--- config.mk ---
export PLATFORM = sky130hd
export DESIGN_NAME = midpoint_ellipse_rasterizer
export DESIGN_NICKNAME = d
export VERILOG_FILES = /design/src/hw/rtl/mer_pkg.sv /design/src/hw/rtl/mer_front.sv /design/src/hw/rtl/mer_back.sv /design/src/hw/rtl/midpoint_ellipse_rasterizer.sv
export SDC_FILE = /design/constraint.sdc
export NUM_CORES = 2
export LEC_CHECK = 0
export BUFFER_PORTS_ARGS = -buffer_cell sky130_fd_sc_hd__buf_2
export CAP_MARGIN = 15
export CORE_ASPECT_RATIO = 0.9
export CORE_UTILIZATION = 50
export CTS_BUF_LIST = sky130_fd_sc_hd__clkbuf_16
export DETAILED_ROUTE_END_ITERATION = 6
export PLACE_DENSITY = 0.61
export SYNTH_ARGS = -nofsm -noshare
export SYNTH_HDL_FRONTEND = slang
export SYNTH_SLANG_ARGS = --single-unit
--- constraint.sdc ---
create_clock -name clk -period 13.1 [get_ports clk]
set_input_delay 0 -clock clk [delete_from_list [all_inputs] [get_ports clk]]
set_output_delay 0 -clock clk [all_outputs]
set_load 0.005 [all_outputs]
--- src/hw/rtl/mer_pkg.sv ---
// ----------------------------------------------------------------------------
// Midpoint ellipse rasterizer package
// Shared widths, register indexes, colour codes and inter-module structs.
// ----------------------------------------------------------------------------
package mer_pkg;

    localparam int RADIUS_BITS = 10;
    localparam int SQ_W        = 2 * RADIUS_BITS;      // radius squared
    localparam int CMP_W       = 3 * RADIUS_BITS;      // radius squared times coordinate
    localparam int MUL_W       = 2 * RADIUS_BITS + 2;  // shared multiplier operand
    localparam int PROD_W      = 2 * MUL_W;
    localparam int DEC_W       = 48;                   // decision value, wraps mod 2^48
    localparam int PIX_W       = 12;
    localparam int COL_W       = 2;

    localparam int S_TDATA_W   = 8;
    localparam int M_TDATA_W   = 32;

    localparam int CFG_IDX_W   = 2;

    localparam int Q_DEPTH     = 2;
    localparam int Q_PTR_W     = $clog2(Q_DEPTH);
    localparam int Q_CNT_W     = Q_PTR_W + 1;

    // Configuration register indexes
    localparam logic [CFG_IDX_W-1:0] REG_RADIUS_X = 2'd0;
    localparam logic [CFG_IDX_W-1:0] REG_RADIUS_Y = 2'd1;
    localparam logic [CFG_IDX_W-1:0] REG_CENTER_X = 2'd2;
    localparam logic [CFG_IDX_W-1:0] REG_CENTER_Y = 2'd3;

    localparam logic [RADIUS_BITS-1:0] RADIUS_X_RESET = 10'd300;
    localparam logic [RADIUS_BITS-1:0] RADIUS_Y_RESET = 10'd150;
    localparam logic [RADIUS_BITS-1:0] CENTER_X_RESET = 10'd319;
    localparam logic [RADIUS_BITS-1:0] CENTER_Y_RESET = 10'd237;

    // Colour codes
    localparam logic [COL_W-1:0] COL_YELLOW = 2'd0;
    localparam logic [COL_W-1:0] COL_GREEN  = 2'd1;
    localparam logic [COL_W-1:0] COL_BLUE   = 2'd2;
    localparam logic [COL_W-1:0] COL_RED    = 2'd3;

    // Ellipse geometry seen by the walker
    typedef struct packed {
        logic [SQ_W-1:0]        rx2;
        logic [SQ_W-1:0]        ry2;
        logic [RADIUS_BITS-1:0] ry;
        logic [RADIUS_BITS-1:0] cx;
        logic [RADIUS_BITS-1:0] cy;
    } geom_t;

    // Head of the command queue
    typedef struct packed {
        logic valid;
        logic restart;
    } cmd_head_t;

endpackage

--- src/hw/rtl/mer_front.sv ---
// ----------------------------------------------------------------------------
// Midpoint ellipse rasterizer front end
// Accepts input items, classifies them as restart or step, and queues them.
// ----------------------------------------------------------------------------
module mer_front import mer_pkg::*;
(
    input  logic                 clk,
    input  logic                 rst_n,
    input  logic                 s_tvalid,
    output logic                 s_tready,
    input  logic [S_TDATA_W-1:0] s_tdata,   // [0] restart
    input  logic                 pop,
    output cmd_head_t            head
);

    logic               q_mem_reg [Q_DEPTH];
    logic [Q_PTR_W-1:0] wr_ptr_reg;
    logic [Q_PTR_W-1:0] wr_ptr_next;
    logic [Q_PTR_W-1:0] rd_ptr_reg;
    logic [Q_PTR_W-1:0] rd_ptr_next;
    logic [Q_CNT_W-1:0] count_reg;
    logic [Q_CNT_W-1:0] count_next;
    logic               push;
    logic               do_pop;

    assign s_tready     = (count_reg != Q_CNT_W'(Q_DEPTH));
    assign push         = s_tvalid & s_tready;
    assign do_pop       = pop & head.valid;
    assign head.valid   = (count_reg != '0);
    assign head.restart = q_mem_reg[rd_ptr_reg];

    always_comb
    begin
        wr_ptr_next = wr_ptr_reg;
        rd_ptr_next = rd_ptr_reg;
        count_next  = count_reg;
        if (push)
        begin
            wr_ptr_next = wr_ptr_reg + 1'b1;
        end
        if (do_pop)
        begin
            rd_ptr_next = rd_ptr_reg + 1'b1;
        end
        if (push && !do_pop)
        begin
            count_next = count_reg + 1'b1;
        end
        else if (!push && do_pop)
        begin
            count_next = count_reg - 1'b1;
        end
    end

    always_ff @(posedge clk or negedge rst_n)
    begin
        if (!rst_n)
        begin
            wr_ptr_reg <= '0;
            rd_ptr_reg <= '0;
            count_reg  <= '0;
        end
        else
        begin
            wr_ptr_reg <= wr_ptr_next;
            rd_ptr_reg <= rd_ptr_next;
            count_reg  <= count_next;
        end
    end

    always_ff @(posedge clk)
    begin
        if (push)
        begin
            q_mem_reg[wr_ptr_reg] <= s_tdata[0];
        end
    end

endmodule

--- src/hw/rtl/mer_back.sv ---
// ----------------------------------------------------------------------------
// Midpoint ellipse rasterizer back end
// Walks the ellipse one command at a time on a shared multiplier and emits
// the mirrored pixels and done items through a one-item output register.
// ----------------------------------------------------------------------------
module mer_back import mer_pkg::*;
(
    input  logic                 clk,
    input  logic                 rst_n,
    input  geom_t                geom,
    input  cmd_head_t            head,
    output logic                 pop,
    output logic                 m_tvalid,
    input  logic                 m_tready,
    output logic [M_TDATA_W-1:0] m_tdata,   // [11:0] pixel_x, [23:12] pixel_y, [25:24] colour
    output logic                 m_tuser,   // [0] done_res
    output logic                 m_tlast
);

    localparam logic [4:0] ST_IDLE    = 5'd0;
    localparam logic [4:0] ST_RESTART = 5'd1;
    localparam logic [4:0] ST_A_CMP0  = 5'd2;
    localparam logic [4:0] ST_A_CMP1  = 5'd3;
    localparam logic [4:0] ST_A_DIAG0 = 5'd4;
    localparam logic [4:0] ST_A_DIAG1 = 5'd5;
    localparam logic [4:0] ST_B_TX    = 5'd6;
    localparam logic [4:0] ST_B_TY    = 5'd7;
    localparam logic [4:0] ST_B_RX    = 5'd8;
    localparam logic [4:0] ST_B_RY    = 5'd9;
    localparam logic [4:0] ST_B_END   = 5'd10;
    localparam logic [4:0] ST_C_RUN   = 5'd11;
    localparam logic [4:0] ST_C_DIAG  = 5'd12;
    localparam logic [4:0] ST_EMIT    = 5'd13;
    localparam logic [4:0] ST_DONE    = 5'd14;

    logic [4:0]             state_reg, state_next;
    logic [RADIUS_BITS-1:0] walk_x_reg, walk_x_next;
    logic [RADIUS_BITS-1:0] walk_y_reg, walk_y_next;
    logic [DEC_W-1:0]       dec_reg, dec_next;
    logic                   region2_reg, region2_next;
    logic                   finished_reg, finished_next;
    logic [DEC_W-1:0]       acc_reg, acc_next;
    logic [CMP_W-1:0]       p1_reg, p1_next;
    logic [PROD_W-1:0]      prod_reg, prod_next;
    logic [1:0]             idx_reg, idx_next;

    logic                   out_valid_reg, out_valid_next;
    logic [PIX_W-1:0]       out_px_reg, out_px_next;
    logic [PIX_W-1:0]       out_py_reg, out_py_next;
    logic [COL_W-1:0]       out_col_reg, out_col_next;
    logic                   out_last_reg, out_last_next;
    logic                   out_done_reg, out_done_next;

    logic [MUL_W-1:0]       mul_a;
    logic [MUL_W-1:0]       mul_b;

    logic                   out_free;
    logic                   dec_neg;
    logic [DEC_W-1:0]       prod_ext;
    logic [DEC_W-1:0]       rx2_ext;
    logic [DEC_W-1:0]       ry2_ext;
    logic [DEC_W-1:0]       a_sum;
    logic [DEC_W-1:0]       c_sum;
    logic [RADIUS_BITS:0]   x_inc;
    logic [RADIUS_BITS+1:0] x_dbl3;
    logic [RADIUS_BITS:0]   tx;
    logic [RADIUS_BITS-1:0] y_dec;
    logic [RADIUS_BITS-1:0] ty_abs;
    logic [PIX_W-1:0]       xp, xm, yp, ym;
    logic                   minus_x;
    logic                   minus_y;
    logic [COL_W-1:0]       pix_col;

    assign out_free = !out_valid_reg || m_tready;
    assign dec_neg  = dec_reg[DEC_W-1];
    assign prod_ext = DEC_W'(prod_reg);
    assign rx2_ext  = DEC_W'(geom.rx2);
    assign ry2_ext  = DEC_W'(geom.ry2);
    assign x_inc    = {1'b0, walk_x_reg} + 1'b1;
    assign x_dbl3   = {1'b0, walk_x_reg, 1'b1} + 2'd2;
    assign tx       = {walk_x_reg, 1'b1};
    assign y_dec    = walk_y_reg - 1'b1;
    // (y - 1)^2 with y = 0 wraps to (-1)^2
    assign ty_abs   = (walk_y_reg == '0) ? RADIUS_BITS'(1) : y_dec;

    // region 1 diagonal/horizontal partial, region 2 common partial
    assign a_sum    = dec_reg + (prod_ext << 2);
    assign c_sum    = dec_reg - (prod_ext << 3) + (rx2_ext << 3) + (rx2_ext << 2);

    assign xp = PIX_W'(geom.cx) + PIX_W'(walk_x_reg);
    assign xm = PIX_W'(geom.cx) - PIX_W'(walk_x_reg);
    assign yp = PIX_W'(geom.cy) + PIX_W'(walk_y_reg);
    assign ym = PIX_W'(geom.cy) - PIX_W'(walk_y_reg);

    // region 2 swaps the first two colours and the order of the lower pair
    assign minus_x = region2_reg ? (idx_reg[0] ^ idx_reg[1]) : idx_reg[0];
    assign minus_y = idx_reg[1];
    assign pix_col = (region2_reg && !idx_reg[1]) ? {1'b0, ~idx_reg[0]} : idx_reg;

    assign prod_next = PROD_W'(mul_a) * PROD_W'(mul_b);

    always_comb
    begin
        state_next     = state_reg;
        walk_x_next    = walk_x_reg;
        walk_y_next    = walk_y_reg;
        dec_next       = dec_reg;
        region2_next   = region2_reg;
        finished_next  = finished_reg;
        acc_next       = acc_reg;
        p1_next        = p1_reg;
        idx_next       = idx_reg;
        pop            = 1'b0;
        mul_a          = '0;
        mul_b          = '0;
        out_valid_next = out_valid_reg && !m_tready;
        out_px_next    = out_px_reg;
        out_py_next    = out_py_reg;
        out_col_next   = out_col_reg;
        out_last_next  = out_last_reg;
        out_done_next  = out_done_reg;

        case (state_reg)
            ST_IDLE:
            begin
                if (head.valid)
                begin
                    pop = 1'b1;
                    if (head.restart)
                    begin
                        mul_a      = MUL_W'(geom.rx2);
                        mul_b      = MUL_W'(geom.ry);
                        state_next = ST_RESTART;
                    end
                    else if (finished_reg)
                    begin
                        state_next = ST_DONE;
                    end
                    else if (!region2_reg)
                    begin
                        mul_a      = MUL_W'(geom.ry2);
                        mul_b      = MUL_W'(walk_x_reg);
                        state_next = ST_A_CMP0;
                    end
                    else if (walk_y_reg == '0)
                    begin
                        finished_next = 1'b1;
                        state_next    = ST_DONE;
                    end
                    else
                    begin
                        mul_a      = MUL_W'(geom.rx2);
                        mul_b      = MUL_W'(walk_y_reg);
                        state_next = ST_C_RUN;
                    end
                end
            end

            ST_RESTART:
            begin
                dec_next      = (ry2_ext << 2) - (prod_ext << 2) + rx2_ext;
                walk_x_next   = '0;
                walk_y_next   = geom.ry;
                region2_next  = 1'b0;
                finished_next = 1'b0;
                state_next    = ST_IDLE;
            end

            ST_A_CMP0:
            begin
                p1_next    = prod_reg[CMP_W-1:0];
                mul_a      = MUL_W'(geom.rx2);
                mul_b      = MUL_W'(walk_y_reg);
                state_next = ST_A_CMP1;
            end

            ST_A_CMP1:
            begin
                if (p1_reg < prod_reg[CMP_W-1:0])
                begin
                    mul_a      = MUL_W'(geom.ry2);
                    mul_b      = MUL_W'(x_dbl3);
                    state_next = ST_A_DIAG0;
                end
                else
                begin
                    // region 1 test failed: build the region 2 start value
                    mul_a      = MUL_W'(tx);
                    mul_b      = MUL_W'(tx);
                    state_next = ST_B_TX;
                end
            end

            ST_A_DIAG0:
            begin
                if (dec_neg)
                begin
                    dec_next    = a_sum;
                    walk_x_next = walk_x_reg + 1'b1;
                    idx_next    = '0;
                    state_next  = ST_EMIT;
                end
                else
                begin
                    acc_next   = a_sum;
                    mul_a      = MUL_W'(geom.rx2);
                    mul_b      = MUL_W'(y_dec);
                    state_next = ST_A_DIAG1;
                end
            end

            ST_A_DIAG1:
            begin
                dec_next    = acc_reg - (prod_ext << 3);
                walk_x_next = walk_x_reg + 1'b1;
                walk_y_next = y_dec;
                idx_next    = '0;
                state_next  = ST_EMIT;
            end

            ST_B_TX:
            begin
                mul_a      = MUL_W'(geom.ry2);
                mul_b      = prod_reg[MUL_W-1:0];
                state_next = ST_B_TY;
            end

            ST_B_TY:
            begin
                acc_next   = prod_ext;
                mul_a      = MUL_W'(ty_abs);
                mul_b      = MUL_W'(ty_abs);
                state_next = ST_B_RX;
            end

            ST_B_RX:
            begin
                mul_a      = MUL_W'(geom.rx2);
                mul_b      = MUL_W'(prod_reg[SQ_W-1:0]);
                state_next = ST_B_RY;
            end

            ST_B_RY:
            begin
                acc_next   = acc_reg + (prod_ext << 2);
                mul_a      = MUL_W'(geom.rx2);
                mul_b      = MUL_W'(geom.ry2);
                state_next = ST_B_END;
            end

            ST_B_END:
            begin
                dec_next     = acc_reg - (prod_ext << 2);
                region2_next = 1'b1;
                // continue as a region 2 step in the same item
                if (walk_y_reg == '0)
                begin
                    finished_next = 1'b1;
                    state_next    = ST_DONE;
                end
                else
                begin
                    mul_a      = MUL_W'(geom.rx2);
                    mul_b      = MUL_W'(walk_y_reg);
                    state_next = ST_C_RUN;
                end
            end

            ST_C_RUN:
            begin
                if (dec_neg)
                begin
                    acc_next   = c_sum;
                    mul_a      = MUL_W'(geom.ry2);
                    mul_b      = MUL_W'(x_inc);
                    state_next = ST_C_DIAG;
                end
                else
                begin
                    dec_next    = c_sum;
                    walk_y_next = y_dec;
                    idx_next    = '0;
                    state_next  = ST_EMIT;
                end
            end

            ST_C_DIAG:
            begin
                dec_next    = acc_reg + (prod_ext << 3);
                walk_x_next = walk_x_reg + 1'b1;
                walk_y_next = y_dec;
                idx_next    = '0;
                state_next  = ST_EMIT;
            end

            ST_EMIT:
            begin
                if (out_free)
                begin
                    out_valid_next = 1'b1;
                    out_px_next    = minus_x ? xm : xp;
                    out_py_next    = minus_y ? ym : yp;
                    out_col_next   = pix_col;
                    out_last_next  = (idx_reg == 2'd3);
                    out_done_next  = 1'b0;
                    idx_next       = idx_reg + 1'b1;
                    if (idx_reg == 2'd3)
                    begin
                        state_next = ST_IDLE;
                    end
                end
            end

            ST_DONE:
            begin
                if (out_free)
                begin
                    out_valid_next = 1'b1;
                    out_px_next    = '0;
                    out_py_next    = '0;
                    out_col_next   = COL_YELLOW;
                    out_last_next  = 1'b1;
                    out_done_next  = 1'b1;
                    state_next     = ST_IDLE;
                end
            end

            default:
            begin
                state_next = ST_IDLE;
            end
        endcase
    end

    always_ff @(posedge clk or negedge rst_n)
    begin
        if (!rst_n)
        begin
            state_reg     <= ST_IDLE;
            walk_x_reg    <= '0;
            walk_y_reg    <= '0;
            dec_reg       <= '0;
            region2_reg   <= 1'b0;
            finished_reg  <= 1'b1;
            idx_reg       <= '0;
            out_valid_reg <= 1'b0;
        end
        else
        begin
            state_reg     <= state_next;
            walk_x_reg    <= walk_x_next;
            walk_y_reg    <= walk_y_next;
            dec_reg       <= dec_next;
            region2_reg   <= region2_next;
            finished_reg  <= finished_next;
            idx_reg       <= idx_next;
            out_valid_reg <= out_valid_next;
        end
    end

    always_ff @(posedge clk)
    begin
        acc_reg      <= acc_next;
        p1_reg       <= p1_next;
        prod_reg     <= prod_next;
        out_px_reg   <= out_px_next;
        out_py_reg   <= out_py_next;
        out_col_reg  <= out_col_next;
        out_last_reg <= out_last_next;
        out_done_reg <= out_done_next;
    end

    assign m_tvalid = out_valid_reg;
    assign m_tdata  = {{(M_TDATA_W - 2 * PIX_W - COL_W){1'b0}}, out_col_reg, out_py_reg,
                       out_px_reg};
    assign m_tuser  = out_done_reg;
    assign m_tlast  = out_last_reg;

endmodule

--- src/hw/rtl/midpoint_ellipse_rasterizer.sv ---
// Restart item: passes through ST_RESTART in the walker, no result; a finished walk gives one done item.
// Region 1 step: A_CMP0, A_CMP1, A_DIAG0 [, A_DIAG1], then 4 pixel items, one per cycle unless stalled.
// Region change: A_CMP0/1, B_TX..B_END, then as region 2; region 2 step: C_RUN [, C_DIAG], 4 items.
// Rate is set by the single shared 22x22 multiplier and the one-item output register.
// Reset: radii 300/150, center (319, 237), walk finished so a step gives a done item.
// ----------------------------------------------------------------------------
// Midpoint ellipse rasterizer
// Holds the geometry registers and joins the command front end to the walker.
// ----------------------------------------------------------------------------
module midpoint_ellipse_rasterizer import mer_pkg::*;
(
    input  logic                   clk,
    input  logic                   rst_n,
    input  logic                   s_tvalid,
    output logic                   s_tready,
    input  logic [S_TDATA_W-1:0]   s_tdata,    // [0] restart
    output logic                   m_tvalid,
    input  logic                   m_tready,
    output logic [M_TDATA_W-1:0]   m_tdata,    // [11:0] pixel_x, [23:12] pixel_y, [25:24] colour
    output logic                   m_tuser,    // [0] done_res
    output logic                   m_tlast,
    input  logic                   cfg_we,
    input  logic [CFG_IDX_W-1:0]   cfg_index,
    input  logic [RADIUS_BITS-1:0] cfg_data
);

    logic [RADIUS_BITS-1:0] rx_reg;
    logic [RADIUS_BITS-1:0] ry_reg;
    logic [RADIUS_BITS-1:0] cx_reg;
    logic [RADIUS_BITS-1:0] cy_reg;
    logic [SQ_W-1:0]        rx2_reg;
    logic [SQ_W-1:0]        ry2_reg;
    geom_t                  geom;
    cmd_head_t              head;
    logic                   pop;

    always_ff @(posedge clk or negedge rst_n)
    begin
        if (!rst_n)
        begin
            rx_reg <= RADIUS_X_RESET;
            ry_reg <= RADIUS_Y_RESET;
            cx_reg <= CENTER_X_RESET;
            cy_reg <= CENTER_Y_RESET;
        end
        else if (cfg_we)
        begin
            case (cfg_index)
                REG_RADIUS_X: rx_reg <= cfg_data;
                REG_RADIUS_Y: ry_reg <= cfg_data;
                REG_CENTER_X: cx_reg <= cfg_data;
                REG_CENTER_Y: cy_reg <= cfg_data;
                default:      ;
            endcase
        end
    end

    // register the squared radii, which follow the radius registers in the next cycle
    always_ff @(posedge clk)
    begin
        rx2_reg <= SQ_W'(rx_reg) * SQ_W'(rx_reg);
        ry2_reg <= SQ_W'(ry_reg) * SQ_W'(ry_reg);
    end

    assign geom.rx2 = rx2_reg;
    assign geom.ry2 = ry2_reg;
    assign geom.ry  = ry_reg;
    assign geom.cx  = cx_reg;
    assign geom.cy  = cy_reg;

    mer_front u_front
    (
        .clk      (clk),
        .rst_n    (rst_n),
        .s_tvalid (s_tvalid),
        .s_tready (s_tready),
        .s_tdata  (s_tdata),
        .pop      (pop),
        .head     (head)
    );

    mer_back u_back
    (
        .clk      (clk),
        .rst_n    (rst_n),
        .geom     (geom),
        .head     (head),
        .pop      (pop),
        .m_tvalid (m_tvalid),
        .m_tready (m_tready),
        .m_tdata  (m_tdata),
        .m_tuser  (m_tuser),
        .m_tlast  (m_tlast)
    );

    a_done_form: assert property (@(posedge clk) disable iff (!rst_n)
        m_tvalid && m_tuser |-> m_tlast && (m_tdata == '0))
        else $error("done item must be last and carry no pixel");

    a_last_red: assert property (@(posedge clk) disable iff (!rst_n)
        m_tvalid && !m_tuser |-> (m_tlast == (m_tdata[2*PIX_W +: COL_W] == COL_RED)))
        else $error("pixel item last flag does not match final colour");

    a_pop_head: assert property (@(posedge clk) disable iff (!rst_n)
        pop |-> head.valid)
        else $error("walker popped an empty command queue");

endmodule
==> results list <==
- Together, buffers and inverters on the worst path number 7.
- Longest Clk Path Bufs: 3
- Placed cell count: 7786
* Weighted congestion reported at the end of routability-driven placement: 1.02
- Synthesized area divided by synthesized cell count: 8.29 µm²
- Number of flops mapped to enable cells by yosys: 107
* Multi-input combinational cell area: 41800 µm²
- The most common cell in the synthesized netlist is sky130_fd_sc_hd__inv_1.
- For this design the top-level I/O count stands at 61.
- For this run, the leading register cell type out of synthesis is sky130_fd_sc_hd__edfxtp_1.
* Vias in the first global route: 48720
* Tmin final: 11.47 ns
* Final total negative setup slack: 0 ns
- In the routed layout, each cell is associated on average with a via count of 6.37.
* First-pass GRT wire length: 314000 µm
- Worst-Margin Slew: 1.22 ns
- Path category of the worst min-delay check: input port to register
* Register area share after synthesis: 0.147
- The slowest stage of the critical path belongs to the cell sky130_fd_sc_hd__a221o_1.
- CTS HTree Levels: 2
- Final worst path period share: 0.876
- For this run, the number of Yosys warnings is 0.
- CTS tree: done
- Die outline area: 109000 µm²
* Total wirelength of the detailed-routed design: 209000 µm
- Final cell count without fillers: 7890
- Delay of the slowest cell on the worst path: 0.75 ns
* Maximum number of pins on one net before global-route repair: 63
- Detailed placement finished with a half-perimeter wire length of 167000 µm.
- Share of Yosys cell area claimed by the top area cell type: 0.185
* Clock transition at path regs: 0.06 ns
- Area occupied by registers: 7890 µm²
* Mapped Area: 53800 µm²
* Synthesized instance count: 6490
- Fraction of registers with async set/reset: 0.388
- The die is 313 µm tall.
- Number of standard-cell rows in the floorplan: 113
* Total routing resource utilization after global routing: 0.383
- In the routed design, unresolved DRC markers number 0.
- After the last flow step, the layout net total stands at 7642.
* CTS sink cnt: 309
* Standard cell core area: 106000 µm²
* Total iterations of the first detailed-routing run: 6
* Fraction of layout instances using a drive strength above 1: 0.0631
* Count of final hold-check violations: 0
* Die Wd: 348 µm
- The tree is rooted in a sky130_fd_sc_hd__clkbuf_16.
- Synthesis instantiated 101 different standard cells from the library.
* Crit. End Element: register
* Type of the setup path with the least slack: register to register
- Among the stages of the critical path, the cell type that occurs most often is sky130_fd_sc_hd__fa_1.
* Status: completed
* Antenna violations before repair: 7
- Count of filler cells inserted in the layout: 10141
- Among cell families on the critical path, the largest total delay comes from adder cells.
- Number of cells upsized or downsized after cts: 0
- Data arrives at the worst endpoint at 12.02 ns.
- Worst-path fanout max: 20
* CTS buffer count: 44
* Critical Path Source Type: register
* Max-cap violation count: 0
- Post-synthesis cell type with the largest combined area: sky130_fd_sc_hd__fa_1
- For this block, the initial DRC count from the detailed router was 6070.
* Critical path data required time: 13.65 ns
- Dividing the detail-routed wire length by the instance count gives 26.5 µm.
- The initial utilization of the core area, before any placement, comes to 0.507.
* Latest clock arrival within the worst-skew pair: 0.66 ns
- The number of pins exceeding their max-slew limit in the final report is 0.
- Final count of negative-setup-slack endpoints: 0
* Highest attainable clock frequency: 87.2 MHz
- Summed over all layers, the global routing overflow is 0.
- The detail route stage leaves a number of antenna-violating nets equal to 0.
- Slew margin rel.: 0.187
- Across the routed clock network, the largest skew measured is 0.0507 ns.
- Total via count in the routed design: 50257
* Main area contributors after synthesis: sky130_fd_sc_hd__fa_1, sky130_fd_sc_hd__ha_1, sky130_fd_sc_hd__edfxtp_1
* Synth top cells by count: sky130_fd_sc_hd__inv_1, sky130_fd_sc_hd__ha_1, sky130_fd_sc_hd__nand2_1, sky130_fd_sc_hd__nor2_1, sky130_fd_sc_hd__fa_1
* Layout area overhead: 7.02%
* Post-synthesis sequential element count: 309
- Number of I/O port buffers: 47
* RSZ-0062 raised after global routing: no
[cells by family (layout without fill, tap and decap cells)]
| logic type | count (synthesis) | in the layout | synth area share |
|---|---|---|---|
| adder cells (fa/ha/maj) | 1144 | 1144 | 0.336 |
| AO/OA/AOI/OAI | 1640 | 1640 | 0.202 |
| AND/OR/NAND/NOR | 1787 | 1787 | 0.153 |
| multiplexers | 73 | 73 | 0.0145 |
| other | 2 | 18 | 0.000140 |
| XOR/XNOR | 413 | 413 | 0.0676 |
| buffers and inverters | 1122 | 1126 | 0.0798 |
| flip-flops | 309 | 309 | 0.147 |
[repair_timing]
| item | in CTS | in global routing |
|---|---|---|
| endpoints found under the hold margin | 124 | 0 |
| setup buffers | 0 | 0 |
| hold buffers | 21 | 0 |
[worst reg2reg max path: cells and delay by family (launching register included)]
kind | cells | cell delay, ns
fa+ha+maj | 9 | 4.30
xor+xnor | 1 | 0.16
flops | 1 | 0.68
simple gates | 6 | 1.42
compound gates | 13 | 3.81
buf+inv | 7 | 1.03
[cell usage in the layout, fill, tap and decap left out, types with 110 or more instances in the layout]
cell | netlist | layout
sky130_fd_sc_hd__inv_1 | 818 | 826
sky130_fd_sc_hd__fa_1 | 498 | 498
sky130_fd_sc_hd__xnor2_1 | 316 | 316
sky130_fd_sc_hd__ha_1 | 646 | 646
sky130_fd_sc_hd__nor3_1 | 114 | 110
sky130_fd_sc_hd__nand2_1 | 590 | 590
sky130_fd_sc_hd__a21oi_1 | 467 | 465
sky130_fd_sc_hd__buf_4 | 6 | 152
sky130_fd_sc_hd__nor2_1 | 544 | 537
sky130_fd_sc_hd__o21ai_0 | 300 | 292
sky130_fd_sc_hd__a21o_1 | 167 | 167
[worst paths after layout]
kind,startpoint,endpoint,slack [ns],depth (start not counted)
setup / recovery,u_back.prod_reg[23],u_back.prod_reg[39],1.63,36
hold / removal,s_tdata[0],u_front.q_mem_reg[1],0.14,2
setup reg to reg,u_back.prod_reg[23],u_back.prod_reg[39],1.63,36
hold reg to reg,u_front.wr_ptr_reg,u_front.wr_ptr_reg,0.51,1
max in group asynchronous,rst_n,ry_reg[3],10.82,4
min in group asynchronous,rst_n,cx_reg[6],0.54,3
[per-layer routing]
layer  wire length (µm)  vias up  global-route usage
met2              87600     2618               0.572
met5                 19        -                   0
li1                   -    22366                   -
met3              22900      440              0.0747
met4               8490        2               0.129
met1              90500    24831               0.552
[final cells by class]
cell class              instances  share of cell area
clock inverters                38             0.00630
well taps                    1380              0.0300
flip-flops and latches        309               0.137
clock buffers                  44              0.0191
inverters                     824              0.0537
repair buffers                220              0.0277
diodes                          1           0.0000435
multi-input cells            5074               0.726
[metrics by stage]
stage,worst slack (ns),util,cell area [µm²],hold slack (ns)
after floorplan,3.07,-,53800,-0.296
after global placement,1.95,0.527,55900,0.0951
after detailed placement,1.79,0.527,55900,0.0977
after CTS,1.76,0.543,57500,0.108
after global routing,1.04,0.543,57500,0.126
final,1.63,0.543,57600,0.140
Power is not shown: default switching activity piles up to over one toggle a cycle in this logic, so the estimate is an artifact.
